--- config.mk ---
export PLATFORM = sky130hd
export DESIGN_NAME = least_loaded_connection_picker_flat
export DESIGN_NICKNAME = d
export VERILOG_FILES = /design/src/hw/rtl/llcp_pkg.sv /design/src/hw/rtl/llcp_if.sv /design/src/hw/rtl/llcp_ram.sv /design/src/hw/rtl/least_loaded_connection_picker.sv /design/src/flat_wrapper.sv
export VERILOG_INCLUDE_DIRS = /design/src /design/src/hw/rtl
export SDC_FILE = /design/constraint.sdc
export NUM_CORES = 1
export LEC_CHECK = 0
export BUFFER_PORTS_ARGS = -buffer_cell sky130_fd_sc_hd__buf_2
export CAP_MARGIN = 10
export CELL_PAD_IN_SITES_DETAIL_PLACEMENT = 0
export CELL_PAD_IN_SITES_GLOBAL_PLACEMENT = 1
export CORE_MARGIN = 4
export CORE_UTILIZATION = 45
export CTS_BUF_LIST = sky130_fd_sc_hd__clkbuf_8 sky130_fd_sc_hd__clkbuf_16
export CTS_CLUSTER_SIZE = 16
export DETAILED_ROUTE_END_ITERATION = 10
export PLACE_DENSITY_LB_ADDON = 0.1
export SYNTH_ARGS = -nofsm -noshare
export SYNTH_HDL_FRONTEND = slang
export SYNTH_SLANG_ARGS = --single-unit
--- constraint.sdc ---
create_clock -name clk_i -period 8.1 [get_ports clk_i]
set_input_delay 0.405 -clock clk_i [delete_from_list [all_inputs] [get_ports clk_i]]
set_output_delay 0.405 -clock clk_i [all_outputs]
set_load 0.01 [all_outputs]
--- src/hw/rtl/least_loaded_connection_picker_macros.svh ---
// Assertion macros for the least-loaded connection picker.
`ifndef LEAST_LOADED_CONNECTION_PICKER_MACROS_SVH
`define LEAST_LOADED_CONNECTION_PICKER_MACROS_SVH

// Checked at every clock edge outside reset.
`define LLCP_ASSERT(lbl, prop, msg) \
  lbl: assert property (@(posedge clk_i) disable iff (!rst_ni) (prop)) else $error(msg);

// Checked at every clock edge outside reset, result checked in the cycle after the trigger.
`define LLCP_ASSERT_NEXT(lbl, trig, prop, msg) \
  lbl: assert property (@(posedge clk_i) disable iff (!rst_ni) (trig) |=> (prop)) \
    else $error(msg);

`endif

--- src/hw/rtl/llcp_pkg.sv ---
// Types and constants shared by the connection picker files.
`timescale 1ns / 1ps
`default_nettype none

package llcp_pkg;

  localparam int unsigned REQ_TYPE_W   = 2;
  localparam int unsigned SLOT_W       = 4;
  localparam int unsigned STATUS_W     = 2;
  localparam int unsigned CFG_IDX_W    = 2;
  localparam int unsigned CFG_DATA_W   = 16;
  localparam int unsigned CFG_LIMIT_W  = 5;
  localparam int unsigned CFG_LOAD_W   = 16;

  typedef enum logic [REQ_TYPE_W-1:0] {
    REQ_OPEN    = 2'd0,
    REQ_RELEASE = 2'd1,
    REQ_CLOSE   = 2'd2,
    REQ_RSVD    = 2'd3
  } req_e;

  typedef enum logic [STATUS_W-1:0] {
    STAT_DONE    = 2'd0,
    STAT_REFUSED = 2'd1,
    STAT_IGNORED = 2'd2
  } status_e;

  typedef enum logic [CFG_IDX_W-1:0] {
    CFG_CONN_LIMIT = 2'd0,
    CFG_MIN_LOAD   = 2'd1,
    CFG_MAX_LOAD   = 2'd2
  } cfg_idx_e;

  typedef enum logic [1:0] {
    S_IDLE,
    S_SCAN,
    S_FINISH
  } state_e;

endpackage

`default_nettype wire

--- src/hw/rtl/llcp_if.sv ---
// Request and response channel interfaces of the connection picker.
`timescale 1ns / 1ps
`default_nettype none

interface llcp_req_if;
  import llcp_pkg::*;
  logic                  valid;
  logic                  ready;
  logic [REQ_TYPE_W-1:0] req_type;
  logic [SLOT_W-1:0]     slot_in;

  modport source (output valid, output req_type, output slot_in, input ready);
  modport sink (input valid, input req_type, input slot_in, output ready);
endinterface

interface llcp_rsp_if;
  import llcp_pkg::*;
  logic                valid;
  logic                ready;
  logic [STATUS_W-1:0] status;
  logic [SLOT_W-1:0]   slot_out;
  logic                fresh_slot;
  logic                at_capacity;

  modport source (output valid, output status, output slot_out, output fresh_slot,
                  output at_capacity, input ready);
  modport sink (input valid, input status, input slot_out, input fresh_slot,
                input at_capacity, output ready);
endinterface

`default_nettype wire

--- src/hw/rtl/llcp_ram.sv ---
// Generic single-write, single-read RAM with registered read data.
`timescale 1ns / 1ps
`default_nettype none

module llcp_ram #(
  parameter int unsigned WIDTH = 16,
  parameter int unsigned DEPTH = 16,
  localparam int unsigned AW = (DEPTH > 1) ? $clog2(DEPTH) : 1
) (
  input  logic             clk_i,
  input  logic             we_i,
  input  logic [AW-1:0]    waddr_i,
  input  logic [WIDTH-1:0] wdata_i,
  input  logic             re_i,
  input  logic [AW-1:0]    raddr_i,
  output logic [WIDTH-1:0] rdata_o
);

  logic [WIDTH-1:0] mem_q [DEPTH];
  logic [WIDTH-1:0] rdata_q;

  always_ff @(posedge clk_i) begin
    if (we_i) begin
      mem_q[waddr_i] <= wdata_i;
    end
    if (re_i) begin
      rdata_q <= mem_q[raddr_i];
    end
  end

  assign rdata_o = rdata_q;

endmodule

`default_nettype wire

--- src/hw/rtl/least_loaded_connection_picker.sv ---
// Least-loaded connection picker: slot stream counts in RAM, scanned per open request.
`timescale 1ns / 1ps
`default_nettype none

// Stream counts live in one RAM with one read and one write port; the number of slots
// in use acts as a fill count, so no clearing pass follows reset or close. One request
// is handled at a time. An open on a non-empty, open pool scans the slots in use: the
// RAM read port delivers one slot count per cycle to the minimum search, then the finish
// state decides and writes back. Every other request goes from idle straight to the
// finish state. A result waits in an output register, and the next request is accepted
// while it waits. Configuration may be written at any time the block is idle.

`include "least_loaded_connection_picker_macros.svh"

module least_loaded_connection_picker #(
  parameter int unsigned POOL_SLOTS = 16,
  parameter int unsigned LOAD_BITS  = 16
) (
  input  logic                            clk_i,
  input  logic                            rst_ni,
  input  logic                            cfg_we_i,
  input  logic [llcp_pkg::CFG_IDX_W-1:0]  cfg_idx_i,
  input  logic [llcp_pkg::CFG_DATA_W-1:0] cfg_data_i,
  llcp_req_if.sink                        req_i,
  llcp_rsp_if.source                      rsp_o
);
  import llcp_pkg::*;

  localparam int unsigned AW   = (POOL_SLOTS > 1) ? $clog2(POOL_SLOTS) : 1;
  localparam int unsigned CNTW = $clog2(POOL_SLOTS + 1);
  localparam int unsigned IW   = (AW > SLOT_W) ? AW : SLOT_W;
  localparam int unsigned CW   = (CNTW > SLOT_W) ? CNTW : SLOT_W;
  localparam int unsigned KW   = (CNTW > CFG_LIMIT_W) ? CNTW : CFG_LIMIT_W;
  localparam int unsigned LCW  = (LOAD_BITS > CFG_LOAD_W) ? LOAD_BITS : CFG_LOAD_W;
  localparam logic [LOAD_BITS-1:0] LOAD_MAX = {LOAD_BITS{1'b1}};

  state_e state_q, state_d;

  logic [CFG_LIMIT_W-1:0] limit_q;
  logic [CFG_LOAD_W-1:0]  min_q, max_q;

  logic [CNTW-1:0] cnt_q, cnt_d;
  logic            closed_q, closed_d;

  logic [REQ_TYPE_W-1:0] req_q, req_d;
  logic [SLOT_W-1:0]     sin_q, sin_d;

  logic [CNTW-1:0]      ptr_q, ptr_d;
  logic [AW-1:0]        rd_idx_q, rd_idx_d;
  logic [AW-1:0]        best_q, best_d;
  logic [LOAD_BITS-1:0] best_load_q, best_load_d;

  logic                out_valid_q, out_valid_d;
  logic [STATUS_W-1:0] out_status_q, out_status_d;
  logic [SLOT_W-1:0]   out_slot_q, out_slot_d;
  logic                out_fresh_q, out_fresh_d;
  logic                out_full_q, out_full_d;

  logic                 ram_we, ram_re;
  logic [AW-1:0]        ram_waddr, ram_raddr;
  logic [LOAD_BITS-1:0] ram_wdata, ram_rdata;

  logic                 in_xfer, out_free, rel_hit_in, rel_hit_q;
  logic [AW-1:0]        sin_addr_in, sin_addr_q;
  logic [IW-1:0]        sin_ext_in, sin_ext_q, best_ext, new_ext;
  logic [KW-1:0]        eff_limit;
  logic                 reuse, pool_full;
  logic [LOAD_BITS-1:0] bumped;

  llcp_ram #(
    .WIDTH (LOAD_BITS),
    .DEPTH (POOL_SLOTS)
  ) u_load_ram (
    .clk_i   (clk_i),
    .we_i    (ram_we),
    .waddr_i (ram_waddr),
    .wdata_i (ram_wdata),
    .re_i    (ram_re),
    .raddr_i (ram_raddr),
    .rdata_o (ram_rdata)
  );

  assign req_i.ready = (state_q == S_IDLE);
  assign in_xfer     = req_i.valid && req_i.ready;
  assign out_free    = !out_valid_q || rsp_o.ready;

  assign sin_ext_in  = IW'(req_i.slot_in);
  assign sin_addr_in = sin_ext_in[AW-1:0];
  assign rel_hit_in  = CW'(req_i.slot_in) < CW'(cnt_q);
  assign sin_ext_q   = IW'(sin_q);
  assign sin_addr_q  = sin_ext_q[AW-1:0];
  assign rel_hit_q   = CW'(sin_q) < CW'(cnt_q);

  assign best_ext = IW'(best_q);
  assign new_ext  = IW'(cnt_q[AW-1:0]);

  always_comb begin
    eff_limit = KW'(limit_q);
    if (limit_q == '0 && min_q == '0 && max_q == '0) begin
      eff_limit = KW'(1);
    end
    if (best_load_q == '0) begin
      reuse = 1'b1;
    end else if (eff_limit != '0) begin
      reuse = (KW'(cnt_q) >= eff_limit) || (LCW'(best_load_q) < LCW'(min_q));
    end else begin
      reuse = (max_q != '0) && (LCW'(best_load_q) < LCW'(max_q));
    end
    pool_full = (cnt_q == CNTW'(POOL_SLOTS));
    bumped    = (best_load_q == LOAD_MAX) ? best_load_q : best_load_q + LOAD_BITS'(1);
  end

  always_comb begin
    state_d      = state_q;
    cnt_d        = cnt_q;
    closed_d     = closed_q;
    req_d        = req_q;
    sin_d        = sin_q;
    ptr_d        = ptr_q;
    rd_idx_d     = rd_idx_q;
    best_d       = best_q;
    best_load_d  = best_load_q;
    out_valid_d  = out_valid_q && !rsp_o.ready;
    out_status_d = out_status_q;
    out_slot_d   = out_slot_q;
    out_fresh_d  = out_fresh_q;
    out_full_d   = out_full_q;
    ram_we       = 1'b0;
    ram_waddr    = '0;
    ram_wdata    = '0;
    ram_re       = 1'b0;
    ram_raddr    = '0;

    case (state_q)
      S_IDLE: begin
        if (in_xfer) begin
          req_d   = req_i.req_type;
          sin_d   = req_i.slot_in;
          state_d = S_FINISH;
          if (req_i.req_type == REQ_OPEN && !closed_q && cnt_q != '0) begin
            ram_re   = 1'b1;
            ram_raddr = '0;
            rd_idx_d = '0;
            ptr_d    = CNTW'(1);
            state_d  = S_SCAN;
          end else if (req_i.req_type == REQ_RELEASE && rel_hit_in) begin
            ram_re    = 1'b1;
            ram_raddr = sin_addr_in;
          end
        end
      end
      S_SCAN: begin
        if (rd_idx_q == '0 || ram_rdata < best_load_q) begin
          best_d      = rd_idx_q;
          best_load_d = ram_rdata;
        end
        if (ptr_q < cnt_q) begin
          ram_re    = 1'b1;
          ram_raddr = ptr_q[AW-1:0];
          rd_idx_d  = ptr_q[AW-1:0];
          ptr_d     = ptr_q + CNTW'(1);
        end else begin
          state_d = S_FINISH;
        end
      end
      S_FINISH: begin
        if (out_free) begin
          out_valid_d  = 1'b1;
          out_status_d = STAT_DONE;
          out_slot_d   = '0;
          out_fresh_d  = 1'b0;
          out_full_d   = 1'b0;
          state_d      = S_IDLE;
          case (req_q)
            REQ_OPEN: begin
              if (closed_q) begin
                out_status_d = STAT_REFUSED;
              end else if (cnt_q == '0) begin
                ram_we      = 1'b1;
                ram_waddr   = '0;
                ram_wdata   = LOAD_BITS'(1);
                cnt_d       = CNTW'(1);
                out_fresh_d = 1'b1;
              end else if (!reuse && !pool_full) begin
                ram_we      = 1'b1;
                ram_waddr   = cnt_q[AW-1:0];
                ram_wdata   = LOAD_BITS'(1);
                cnt_d       = cnt_q + CNTW'(1);
                out_fresh_d = 1'b1;
                out_slot_d  = new_ext[SLOT_W-1:0];
              end else begin
                ram_we     = 1'b1;
                ram_waddr  = best_q;
                ram_wdata  = bumped;
                out_full_d = !reuse;
                out_slot_d = best_ext[SLOT_W-1:0];
              end
            end
            REQ_RELEASE: begin
              if (rel_hit_q && ram_rdata != '0) begin
                ram_we    = 1'b1;
                ram_waddr = sin_addr_q;
                ram_wdata = ram_rdata - LOAD_BITS'(1);
              end else begin
                out_status_d = STAT_IGNORED;
              end
            end
            REQ_CLOSE: begin
              closed_d = 1'b1;
              cnt_d    = '0;
            end
            default: begin
            end
          endcase
        end
      end
      default: begin
        state_d = S_IDLE;
      end
    endcase
  end

  always_ff @(posedge clk_i or negedge rst_ni) begin
    if (!rst_ni) begin
      state_q     <= S_IDLE;
      cnt_q       <= '0;
      closed_q    <= 1'b0;
      out_valid_q <= 1'b0;
      limit_q     <= CFG_LIMIT_W'(1);
      min_q       <= '0;
      max_q       <= '0;
    end else begin
      state_q     <= state_d;
      cnt_q       <= cnt_d;
      closed_q    <= closed_d;
      out_valid_q <= out_valid_d;
      if (cfg_we_i) begin
        case (cfg_idx_i)
          CFG_CONN_LIMIT: limit_q <= cfg_data_i[CFG_LIMIT_W-1:0];
          CFG_MIN_LOAD:   min_q   <= cfg_data_i[CFG_LOAD_W-1:0];
          CFG_MAX_LOAD:   max_q   <= cfg_data_i[CFG_LOAD_W-1:0];
          default: begin
          end
        endcase
      end
    end
  end

  always_ff @(posedge clk_i) begin
    req_q        <= req_d;
    sin_q        <= sin_d;
    ptr_q        <= ptr_d;
    rd_idx_q     <= rd_idx_d;
    best_q       <= best_d;
    best_load_q  <= best_load_d;
    out_status_q <= out_status_d;
    out_slot_q   <= out_slot_d;
    out_fresh_q  <= out_fresh_d;
    out_full_q   <= out_full_d;
  end

  assign rsp_o.valid       = out_valid_q;
  assign rsp_o.status      = out_status_q;
  assign rsp_o.slot_out    = out_slot_q;
  assign rsp_o.fresh_slot  = out_fresh_q;
  assign rsp_o.at_capacity = out_full_q;

  `LLCP_ASSERT(a_cnt_bound, cnt_q <= CNTW'(POOL_SLOTS), "slot count above pool size")
  `LLCP_ASSERT(a_closed_empty, !closed_q || cnt_q == '0, "closed pool holds slots")
  `LLCP_ASSERT(a_scan_ptr, state_q != S_SCAN || (ptr_q <= cnt_q && ptr_q != '0),
               "scan pointer outside the pool")
  `LLCP_ASSERT_NEXT(a_finish_out, state_q == S_FINISH && out_free,
                    out_valid_q && state_q == S_IDLE, "finished request gave no result")

endmodule

`default_nettype wire

--- src/flat_wrapper.sv ---
// flat-port wrapper written by rule: the top's interface ports become plain ports
module least_loaded_connection_picker_flat import llcp_pkg::*;
#(
  parameter int unsigned POOL_SLOTS = 16,
  parameter int unsigned LOAD_BITS  = 16
)
  (clk_i, rst_ni, cfg_we_i, cfg_idx_i, cfg_data_i, req_i_valid, req_i_req_type, req_i_slot_in, req_i_ready, rsp_o_valid, rsp_o_status, rsp_o_slot_out, rsp_o_fresh_slot, rsp_o_at_capacity, rsp_o_ready);
  llcp_req_if req_i_i ();
  llcp_rsp_if rsp_o_i ();
  input  logic clk_i;
  input  logic rst_ni;
  input  logic cfg_we_i;
  input  logic [llcp_pkg::CFG_IDX_W-1:0] cfg_idx_i;
  input  logic [llcp_pkg::CFG_DATA_W-1:0] cfg_data_i;
  input wire logic [$bits(req_i_i.valid)-1:0] req_i_valid;
  input wire logic [$bits(req_i_i.req_type)-1:0] req_i_req_type;
  input wire logic [$bits(req_i_i.slot_in)-1:0] req_i_slot_in;
  output wire logic [$bits(req_i_i.ready)-1:0] req_i_ready;
  output wire logic [$bits(rsp_o_i.valid)-1:0] rsp_o_valid;
  output wire logic [$bits(rsp_o_i.status)-1:0] rsp_o_status;
  output wire logic [$bits(rsp_o_i.slot_out)-1:0] rsp_o_slot_out;
  output wire logic [$bits(rsp_o_i.fresh_slot)-1:0] rsp_o_fresh_slot;
  output wire logic [$bits(rsp_o_i.at_capacity)-1:0] rsp_o_at_capacity;
  input wire logic [$bits(rsp_o_i.ready)-1:0] rsp_o_ready;
  assign req_i_i.valid = req_i_valid;
  assign req_i_i.req_type = req_i_req_type;
  assign req_i_i.slot_in = req_i_slot_in;
  assign req_i_ready = req_i_i.ready;
  assign rsp_o_valid = rsp_o_i.valid;
  assign rsp_o_status = rsp_o_i.status;
  assign rsp_o_slot_out = rsp_o_i.slot_out;
  assign rsp_o_fresh_slot = rsp_o_i.fresh_slot;
  assign rsp_o_at_capacity = rsp_o_i.at_capacity;
  assign rsp_o_i.ready = rsp_o_ready;
  least_loaded_connection_picker #(.POOL_SLOTS(POOL_SLOTS), .LOAD_BITS(LOAD_BITS)) u_core (.clk_i(clk_i), .rst_ni(rst_ni), .cfg_we_i(cfg_we_i), .cfg_idx_i(cfg_idx_i), .cfg_data_i(cfg_data_i), .req_i(req_i_i), .rsp_o(rsp_o_i));
endmodule
==> out/metrics.csv, run 1 <==
metric,value,unit
dr.first_iter.drc_count,793,
max_stage_delay,1120,ps
slowest_stage,a211oi_4,
finalSetupTns,0,ps
grt_pass1_wl,61200,µm
yosysSeqAreaShare,64.3,%
dp_hpwl,25900,µm
finalHoldViolations,0,
crit_buf_inv,0,
ys_ff_latch,361,
rsz0062_at_grt,no,
synth_top_area_share,57.3,%
n_antenna_cell,0,
crit_type,register to register,
netlist_area,0.0165,mm²
routedWlPerCell,24.0,µm
syn_avg_cell_area,14.3,µm²
power_density,242,mW/mm²
ios,39,
numClockSinks,361,
layout.cells.non_filler,1709,
ant_nets,0,
ctsResizeCount,0,
synth_top_family_by_area,multiplexers,
hp-class,input port to async pin,
cts.path.max_buffers,3,
route.detailed.drc,0,
synthesis.instances,1154,
path_delay_family,compound AO/OA/AOI/OAI gates,
postCtsSetupBuffers,0,
cp.arrival,5140,ps
yosysWarnings,0,
viasPerCell,5.81,
clk_latency,570,ps
dieHeight,199,µm
outcome,finished clean,
worstPathCellList,"nor4_1, nand4_1, nor2_1, a21o_1, ha_1, nor2b_1, o21ai_0, a31oi_1, o2111ai_1, a21boi_1, a2bb2oi_1, nand4_1, a211oi_4",
fmax,201,MHz
root_buffer,clkbuf_16,
slew_headroom,17.7,%
skew,23.1,ps
port_buffers,38,
startpoint_type,register,
grt_max_degree,52,
cp_max_fo,16,
peakVddDrop,178,µV
final_max_slew_viol_count,0,
cts_tree,built,
rows,69,
synthAdderAreaFrac,5.01,%
worst_slew_pin_slew,1230,ps
path_clk_slew,60,ps
synthArstFlopShare,12.7,%
die_width,199,µm
overflow,0,
cts.hold.buffers_added,0,
vias,9933,
ys_dominant_reg_cell,edfxtp_1,
cp.required,8260,ps
nets,1317,
drive_above_1_share,17.4,%
yosys.area_share.simple,7.63,%
die_area,0.0398,mm²
dp.cells,1640,
critPathMostFrequentCell,nand4_1,
synth_edf_count,315,
core_area,0.0358,mm²
leakage,6.60,nW
routed_wl,41000,µm
ys_top_cells_by_area,"edfxtp_1, dfrtp_1, mux2i_1",
drv_cap,0,
area_growth_syn_to_layout,12.6,%
timing.final.crit_share,61.5,%
drt-pass1-iter-count,5,
min_period,4980,ps
setup_viol,0,
synth.area.mux_share,10.8,%
h-tree-depth,2,
antenna_found_initial,0,
grt_pass1_vias,9811,
syn-num-nets,1249,
hold_ws,36.7,ps
cp-end-kind,register,
grt_usage,20.6,%
place_congestion,0.818,
synth_xor_area_share,1.43,%
synth_top_area_cell,edfxtp_1,
start_util,46.0,%
synth_compound_area_share,7.95,%
numCtsBuffers,40,
ys_types,64,
[metrics by stage]
stage                     worst slack, ps  power (mW)  instance area (µm²)  util [%]
after floorplan                      3380        2.65                16500         -
after global placement               3000        2.86                17400      48.5
after detailed placement             3010        2.87                17400      48.5
after CTS                            2980        4.56                18600      51.8
after global routing                 2730        4.71                18600      51.8
final                                3120        4.50                18600      51.8
[flip-flops by register name, summed over array words and instances, names as in the netlist, 5 cells and up]
name	count
u_core.u_load_ram.mem_q	256
u_core.ptr_q	5
u_core.cnt_q	5
u_core.max_q	16
u_core.best_load_q	16
u_core.limit_q	5
u_core.min_q	16
u_core.u_load_ram.rdata_o	16
[per-layer routing]
layer,track usage [%],share of wire [%],up-vias
met5,0,0,-
met4,7.02,3.0,0
met3,3.20,5.5,69
met2,33.6,47,282
met1,28.6,44,4967
li1,-,-,4615
[cells by family after synthesis]
kind of cell / after synthesis
simple gates: 231
flops: 361
compound gates: 194
buf+inv: 106
xor+xnor: 27
mux: 169
fa+ha+maj: 66
[cell usage in the layout (no fill, tap or decap), types with 6 or more instances in the layout]
master,instances
buf_4,25
xor2_1,11
mux2i_1,93
or4_1,14
nor4_2,11
a21o_1,20
edfxtp_1,315
a22oi_1,10
nand2_1,43
nor2_1,42
nand3_1,19
and2_1,8
clkbuf_16,40
nor3_1,8
and3_1,7
clkinv_1,10
inv_1,75
o21ai_0,26
clkinv_2,8
xnor2_1,16
nand2b_1,11
dfrtp_1,45
mux2_2,71
buf_2,38
o22ai_1,65
ha_1,66
a21oi_1,24
nor4_1,23
or3_1,6
nand4_1,11
and4_1,8
[power breakdown]
part	leakage, nW	internal, mW	switching [mW]
Clock	0.613	0.935	0.731
Sequential	3.44	2.12	0.0828
Combinational	2.55	0.244	0.389
[synth_stat cells, types with 3 or more instances]
cell	number
a2bb2oi_1	3
nor2b_1	4
o21ai_0	27
and4_1	8
mux2_1	5
ha_1	66
clkbuf_1	9
and2_1	8
or4_1	14
a31oi_1	4
nor2_1	42
nor3_1	12
a211oi_1	3
edfxtp_1	315
and3_1	7
inv_1	69
o21a_1	4
mux2_2	71
xor2_1	11
buf_4	5
nand3_1	19
a211o_1	4
or3_1	6
o22ai_1	65
nor3b_1	4
o211ai_1	4
dfrtp_1	45
a2111oi_0	3
nor4_1	34
a21oi_1	25
a21o_1	20
nand3b_1	3
mux2i_1	93
a22oi_1	10
buf_6	3
nand4_1	11
nand2b_1	11
buf_2	20
xnor2_1	16
nand2_1	43
[path summary, 6_finish.rpt]
kind                            depth (start not counted)          startpoint  slack (ps)                             to
worst max register to register                         13    u_core.min_q[11]        3120  u_core.u_load_ram.mem_q[1][6]
min in group clk_i                                      1    req_i_slot_in[0]          90           u_core.sin_addr_q[0]
worst max-delay path                                   13    u_core.min_q[11]        3120  u_core.u_load_ram.mem_q[1][6]
worst min-delay path                                    1              rst_ni          40              u_core.state_q[0]
worst min register to register                          0  u_core.rd_idx_q[3]         450             u_core.best_ext[3]
max in group asynchronous                               1              rst_ni        7360                u_core.max_q[8]
[layout make-up]
type                       instances  area (µm²)
tap                              461         577
clock buffer                      40        1000
clock inverter                    28         191
multi-input combinational        687        5550
timing repair buffer              63         378
sequential                       361       10600
fill                            3032       17300
inverter                          69         259
(Power assumes the default switching activity.)
==> run 2, diff against run 1 <==
Settings changed: ABC_AREA from default to 1.
Clock period 8.1 ns to 4.27 ns, I/O delays scaled along.
==> run 2 against run 1 <==
Against the previous run:
- setup slack worse by 2700 ps
- sequential share of layout area shrank 3.0 points
- largest cell class unchanged
- hold slack lost 19 ps
- final cell count is 33% higher
- sequential cell count unchanged
- synthesized area grew 3.6%
- cell area grew 5.5%
- utilization up 0.32 points
- clock power increased by 98%
- clock skew is essentially flat
==> out/metrics.csv, run 2 <==
metric,value,unit,change
outcome,finished clean,,unchanged
cp-end-kind,register,,unchanged
core_area,0.0376,mm²,was 0.0358 mm²
syn_avg_cell_area,10.4,µm²,was 14.3 µm²
synthesis.instances,1650,,"was 1,154"
port_buffers,38,,unchanged
numCtsBuffers,41,,was 40
dpl_cell_area,0.0181,mm²,was 0.0174 mm²
rsz0062_at_grt,no,,unchanged
cts.hold.buffers_added,21,,was 0
ant_nets,0,,unchanged
cp_max_fo,9,,was 16
final_max_slew_viol_count,0,,unchanged
vias,11952,,"was 9,933"
synth_top_area_share,55.3,%,was 57.3%
start_util,45.5,%,was 46.0%
dp_hpwl,30300,µm,"was 25,900 µm"
regMostFlops,u_core.u_load_ram.mem_q,,unchanged
grt_pass1_wl,69100,µm,"was 61,200 µm"
startpoint_type,register,,unchanged
worstPathCellList,"nor2_1, nand3_1, nor2_1, nand3_1, nor2_1, or2_2, ha_1, nand2_1, nor2_1, a211oi_1, nand3_1, nand2_1, nand3_1, nand2_1, inv_1, o21ai_0, a21oi_1, buf_4",,"was nor4_1, nand4_1, nor2_1, a21o_1, ha_1, nor2b_1, o21ai_0, a31oi_1, o2111ai_1, a21boi_1, a2bb2oi_1, nand4_1, a211oi_4"
cp.required,4680,ps,was 8260 ps
dieHeight,203,µm,was 199 µm
timing.final.crit_share,89.7,%,was 61.5%
nets,1837,,"was 1,317"
yosysSeqAreaShare,62.1,%,was 64.3%
finalSetupTns,0,ps,unchanged
mostFrequentLayoutCell,nand2_1,,was edfxtp_1
ctsResizeCount,0,,unchanged
ys_top_cells_by_area,"edfxtp_1, nand2_1, dfrtp_1",,"was edfxtp_1, dfrtp_1, mux2i_1"
cts_tree,built,,unchanged
skew,23.2,ps,was 23.1 ps
postLayoutCellArea,0.0196,mm²,was 0.0186 mm²
path_clk_slew,50,ps,was 60 ps
finalHoldViolations,0,,unchanged
h-tree-depth,2,,unchanged
ios,39,,unchanged
place_congestion,0.843,,was 0.818
antenna_found_initial,0,,unchanged
viasPerCell,5.24,,was 5.81
grt_max_degree,107,,was 52
ys_dominant_reg_cell,edfxtp_1,,unchanged
grt_usage,22.0,%,was 20.6%
max_stage_delay,870,ps,was 1120 ps
leakage,7.92,nW,was 6.60 nW
root_buffer,clkbuf_16,,unchanged
routed_wl,45100,µm,"was 41,000 µm"
overflow,0,,unchanged
syn-num-nets,1745,,"was 1,249"
numClockSinks,361,,unchanged
ys_types,42,,was 64
min_period,3830,ps,was 4980 ps
grt_pass1_vias,11329,,"was 9,811"
peakVddDrop,285,µV,was 178 µV
path_delay_family,simple AND/OR/NAND/NOR gates,,was compound AO/OA/AOI/OAI gates
drive_above_1_share,10.4,%,was 17.4%
postCtsSetupBuffers,0,,unchanged
worst_slew_pin_slew,1180,ps,was 1230 ps
dr.first_iter.drc_count,912,,was 793
crit_buf_inv,2,,was 0
route.detailed.drc,0,,unchanged
synth_most_common_cell,nand2_1,,was edfxtp_1
synthArstFlopShare,12.7,%,unchanged
fmax,261,MHz,was 201 MHz
rows,71,,was 69
die_width,203,µm,was 199 µm
largest_register_ffs,256,,unchanged
hp-class,input port to register,,was input port to async pin
setup_viol,0,,unchanged
netlist_area,0.0171,mm²,was 0.0165 mm²
synth_top_area_cell,edfxtp_1,,unchanged
drt-pass1-iter-count,5,,unchanged
slowest_stage,a21oi_1,,was a211oi_4
crit_type,register to register,,unchanged
clk_latency,570,ps,about the same
cts.path.max_buffers,3,,unchanged
cp.arrival,4240,ps,was 5140 ps
yosysWarnings,0,,unchanged
ys_top_cells_by_count,"nand2_1, edfxtp_1, inv_1, nand3_1, nor2_1",,"was edfxtp_1, mux2i_1, mux2_2, inv_1, ha_1"
power_density,446,mW/mm²,was 242 mW/mm²
final_cell_mix,"nand2_1, edfxtp_1, inv_1",,"was edfxtp_1, mux2i_1, inv_1"
ys_ff_latch,361,,unchanged
routedWlPerCell,19.8,µm,was 24.0 µm
synth_edf_count,315,,unchanged
slew_headroom,21.2,%,was 17.7%
die_area,0.0412,mm²,was 0.0398 mm²
drv_cap,0,,unchanged
area_growth_syn_to_layout,14.7,%,was 12.6%
==> run 2: cell count changes after synthesis, sizes merged, moves of 76 or more <==
cell / delta
nand3: +148
o211ai: +80
inv: +167
nand2: +329
mux2i: -93
mux2: -76
==> run 2: layout make-up <==
| class | instances | area (µm²) |
|---|---|---|
| multi-input combinational | 991 | 5390 |
| timing repair buffer | 110 | 808 |
| clock buffer | 44 | 1080 |
| sequential | 361 | 10600 |
| fill | 3405 | 18000 |
| tap | 511 | 639 |
| clock inverter | 24 | 175 |
| inverter | 237 | 890 |
| antenna | 1 | 2.50 |
==> run 2: report_power, final <==
part	leakage, nW	switching, mW	internal [mW]	total, mW
registers	3.50	0.109	4.02	4.13
logic	3.79	0.881	0.417	1.30
clock network	0.638	1.38	1.93	3.31
==> run 2: per-stage QoR <==
step | instances | setup slack, ps | utilization [%] | total power [mW] | hold WS, ps
6_report | 2279 | 440 | 52.1 | 8.73 | 17.6
3_5_place_dp | 2189 | 465 | 48.2 | 5.48 | 352
4_1_cts | 2278 | 453 | 52.1 | 8.83 | 0.0757
2_1_floorplan | 1650 | 729 | - | 5.01 | -82.1
3_3_place_gp | 2189 | 467 | 48.2 | 5.47 | 357
5_1_grt | 2278 | 171 | 52.1 | 9.17 | 33.4
==> run 2: worst min-delay path, delay by kind of cell <==
kind | cells | cell delay, ps
buffers and inverters | 2 | 230
AO/OA/AOI/OAI | 1 | 110
==> run 2: cells by family after synthesis <==
group | count (synthesis) | share of synthesized area, %
AND/OR/NAND/NOR | 692 | 17.4
flip-flops | 361 | 62.1
buffers and inverters | 298 | 6.84
AO/OA/AOI/OAI | 210 | 7.66
adder cells (fa/ha/maj) | 66 | 4.83
XOR/XNOR | 23 | 1.18
==> run 2: per-layer routing <==
layer	track usage [%]	up-vias	share of wire, %
met5	0	-	0
met4	5.77	0	2.3
met3	3.63	63	6.0
met2	34.1	337	45
met1	32.5	5712	46
li1	-	5840	-
==> run 2: final timing paths <==
check                                                 end  cells after the start               start  slack, ps
max reg2reg                u_core.u_load_ram.mem_q[13][3]                     18   u_core.limit_q[0]        440
min reg2reg                            u_core.best_ext[1]                      0  u_core.rd_idx_q[1]        460
min                                     u_core.limit_q[0]                      3       cfg_data_i[0]         20
min in group asynchronous              u_core.rsp_o.valid                      3              rst_ni        280
max in group asynchronous                u_core.max_q[11]                      3              rst_ni       3540
max                        u_core.u_load_ram.mem_q[13][3]                     18   u_core.limit_q[0]        440
==> run 3, diff against run 2 <==
Settings changed: CORE_UTILIZATION 45 to 30, MAX_ROUTING_LAYER from default to met4.
==> run 3 against run 2 <==
Against the previous run:
- sequential power hardly changed
- register-to-register slack worse by 30 ps
- clock power is 23% higher
- sequential share of layout area is 2.1 points lower
- combinational power hardly changed
- first-iteration DRC count is 29% lower
- routed wire length is 7.7% higher
- setup slack worse by 33 ps
- clock skew is 3.1 ps higher
- cell area is 3.9% higher
- largest cell class unchanged
- largest power group unchanged
==> out/metrics.csv, run 3 (synthesis gave the netlist of run 2 again) <==
metric,value,unit,change
routed_wl,48600,µm,"was 45,100 µm"
port_buffers,38,,unchanged
leakage,8.15,nW,was 7.92 nW
drt-pass1-iter-count,4,,was 5
fmax,259,MHz,was 261 MHz
layout.cells.non_filler,2550,,"was 2,279"
h-tree-depth,2,,unchanged
overflow,0,,unchanged
dieHeight,247,µm,was 203 µm
drive_above_1_share,12.0,%,was 10.4%
mostFrequentLayoutCell,nand2_1,,unchanged
report.power.total,9.54,mW,was 8.73 mW
place_congestion,0.817,,was 0.843
hp-start,cfg_data_i[1],,was cfg_data_i[0]
rsz0062_at_grt,no,,unchanged
setup_ws,406,ps,was 440 ps
p_clk_share,42.8,%,was 37.9%
regMostFlops,u_core.u_load_ram.mem_q,,unchanged
clk_latency,590,ps,was 570 ps
dr.first_iter.drc_count,650,,was 912
grt_pass1_wl,74200,µm,"was 69,100 µm"
critPathMostFrequentCell,nand3_1,,
vias,11818,,"was 11,952"
peakVddDrop,317,µV,was 285 µV
min_period,3860,ps,was 3830 ps
root_buffer,clkbuf_16,,unchanged
slowest_stage,nor2_2,,was a21oi_1
dp_slack,369,ps,was 465 ps
timing.final.crit_share,90.5,%,was 89.7%
rows,87,,was 71
postLayoutCellArea,0.0204,mm²,was 0.0196 mm²
hold_ws,31.0,ps,was 17.6 ps
seqPwrFrac,43.2,%,was 47.3%
nets,1852,,"was 1,837"
intPower,6.99,mW,was 6.36 mW
ant_nets,0,,unchanged
grt_usage,16.5,%,was 22.0%
r2r-start,u_core.min_q[0],,was u_core.limit_q[0]
numCtsBuffers,44,,was 41
final_max_slew_viol_count,0,,unchanged
met3_usage,2.32,%,was 3.63%
dp_hpwl,32500,µm,"was 30,300 µm"
path_clk_slew,60,ps,was 50 ps
cts.path.max_buffers,3,,unchanged
cp.required,4570,ps,was 4680 ps
slew_headroom,26.3,%,was 21.2%
die_area,0.0608,mm²,was 0.0412 mm²
postCtsSetupBuffers,0,,unchanged
numClockSinks,361,,unchanged
worst_slew_pin_slew,1100,ps,was 1180 ps
finalSetupTns,0,ps,unchanged
use_met2,26.7,%,was 34.1%
power_density,469,mW/mm²,was 446 mW/mm²
p_switching,2.56,mW,was 2.37 mW
routedWlPerCell,19.1,µm,was 19.8 µm
cts_tree,built,,unchanged
cp-startpoint,u_core.min_q[0],,was u_core.limit_q[0]
cp-end-kind,register,,unchanged
grtUsageMet1,21.8,%,was 32.5%
core_area,0.0564,mm²,was 0.0376 mm²
pwr-share-comb,14.0,%,was 14.9%
cp.arrival,4160,ps,was 4240 ps
antenna_found_initial,0,,unchanged
largest_register_ffs,256,,unchanged
max_stage_delay,430,ps,was 870 ps
utilization,36.1,%,was 52.1%
viasPerCell,4.63,,was 5.24
drv_cap,0,,unchanged
cp_max_fo,11,,was 9
start_util,30.3,%,was 45.5%
skew,26.4,ps,was 23.2 ps
finalHoldViolations,0,,unchanged
worstPathCellList,"nor2_1, nand3_1, nor2_1, nand3_1, nor2_1, or2_2, ha_1, nand2_1, nor2_1, a211oi_1, nand3_1, nand2_1, nand3_1, nand2_1, nand3_1, nand2_1, nand3_1, nor2_2, buf_12",,"was nor2_1, nand3_1, nor2_1, nand3_1, nor2_1, or2_2, ha_1, nand2_1, nor2_1, a211oi_1, nand3_1, nand2_1, nand3_1, nand2_1, inv_1, o21ai_0, a21oi_1, buf_4"
grt_max_degree,49,,was 107
dp.cells,2446,,"was 2,189"
route.detailed.drc,0,,unchanged
hp-class,input port to register,,unchanged
ios,39,,unchanged
crit_type,register to register,,unchanged
outcome,finished clean,,unchanged
setup_viol,0,,unchanged
area_growth_syn_to_layout,19.2,%,was 14.7%
grt_pass1_vias,12105,,"was 11,329"
dpl_cell_area,0.0186,mm²,was 0.0181 mm²
fillers,5708,,"was 3,405"
top_usage_layer,met2,,unchanged
startpoint_type,register,,unchanged
swShare,26.8,%,was 27.1%
die_width,247,µm,was 203 µm
final_cell_mix,"nand2_1, edfxtp_1, inv_1",,unchanged
[run 3: changes by cell type in the layout (fill, tap and decap cells not counted), moves of 2 or more]
| cell | change |
|---|---|
| buf_12 | +3 |
| buf_4 | +9 |
| bufinv_16 | +8 |
| clkbuf_16 | +3 |
| clkbuf_8 | -2 |
| clkinv_1 | -7 |
| clkinv_2 | +6 |
| clkinvlp_4 | +4 |
[run 3: cell type report]
cell class	count	area (µm²)	area share, %
clock buffer	45	1130	5.53
timing repair buffer	122	936	4.59
inverter	237	890	4.37
tap	756	946	4.64
multi-input combinational	991	5390	26.5
antenna	1	2.50	0.0123
sequential	361	10600	52.1
clock inverter	37	467	2.29
[run 3: critical path: cells and delay by family (launching register included)]
family / cells / cell delay [ps]
adder cells (fa/ha/maj): 1 / 220
AO/OA/AOI/OAI: 1 / 240
buffers and inverters: 1 / 190
flip-flops: 1 / 390
AND/OR/NAND/NOR: 16 / 2540
[run 3: path summary, 6_finish.rpt]
| check | to | slack [ps] | cells after the start |
|---|---|---|---|
| setup / recovery | u_core.u_load_ram.mem_q[3][8] | 410 | 19 |
| hold / removal | u_core.limit_q[1] | 30 | 3 |
| setup reg to reg | u_core.u_load_ram.mem_q[3][8] | 410 | 19 |
| hold reg to reg | u_core.best_ext[2] | 460 | 0 |
| max in group asynchronous | u_core.min_q[2] | 3540 | 3 |
| min in group asynchronous | u_core.state_q[1] | 270 | 3 |
[run 3: power groups by stage]
| stage | sequential, mW | combinational, mW | clock [mW] |
|---|---|---|---|
| CTS | 4.13 | 1.36 | 4.21 |
| global placement | 4.20 | 1.33 | 0 |
| finish | 4.13 | 1.33 | 4.08 |
| floorplan | 4.18 | 0.827 | 0 |
| detailed placement | 4.20 | 1.34 | 0 |
| global route | 4.15 | 1.52 | 4.37 |
[run 3: metal layers]
layer,up-vias,part of all wire [%]
li1,5875,-
met1,5665,48
met2,201,46
met3,77,3.4
met4,0,2.6
met5,-,0
[run 3: what timing repair did]
action / 4_1_cts / 5_1_grt
endpoints found under the hold margin: 77 / 0
hold buffers: 21 / 0
resized for setup: 0 / 0
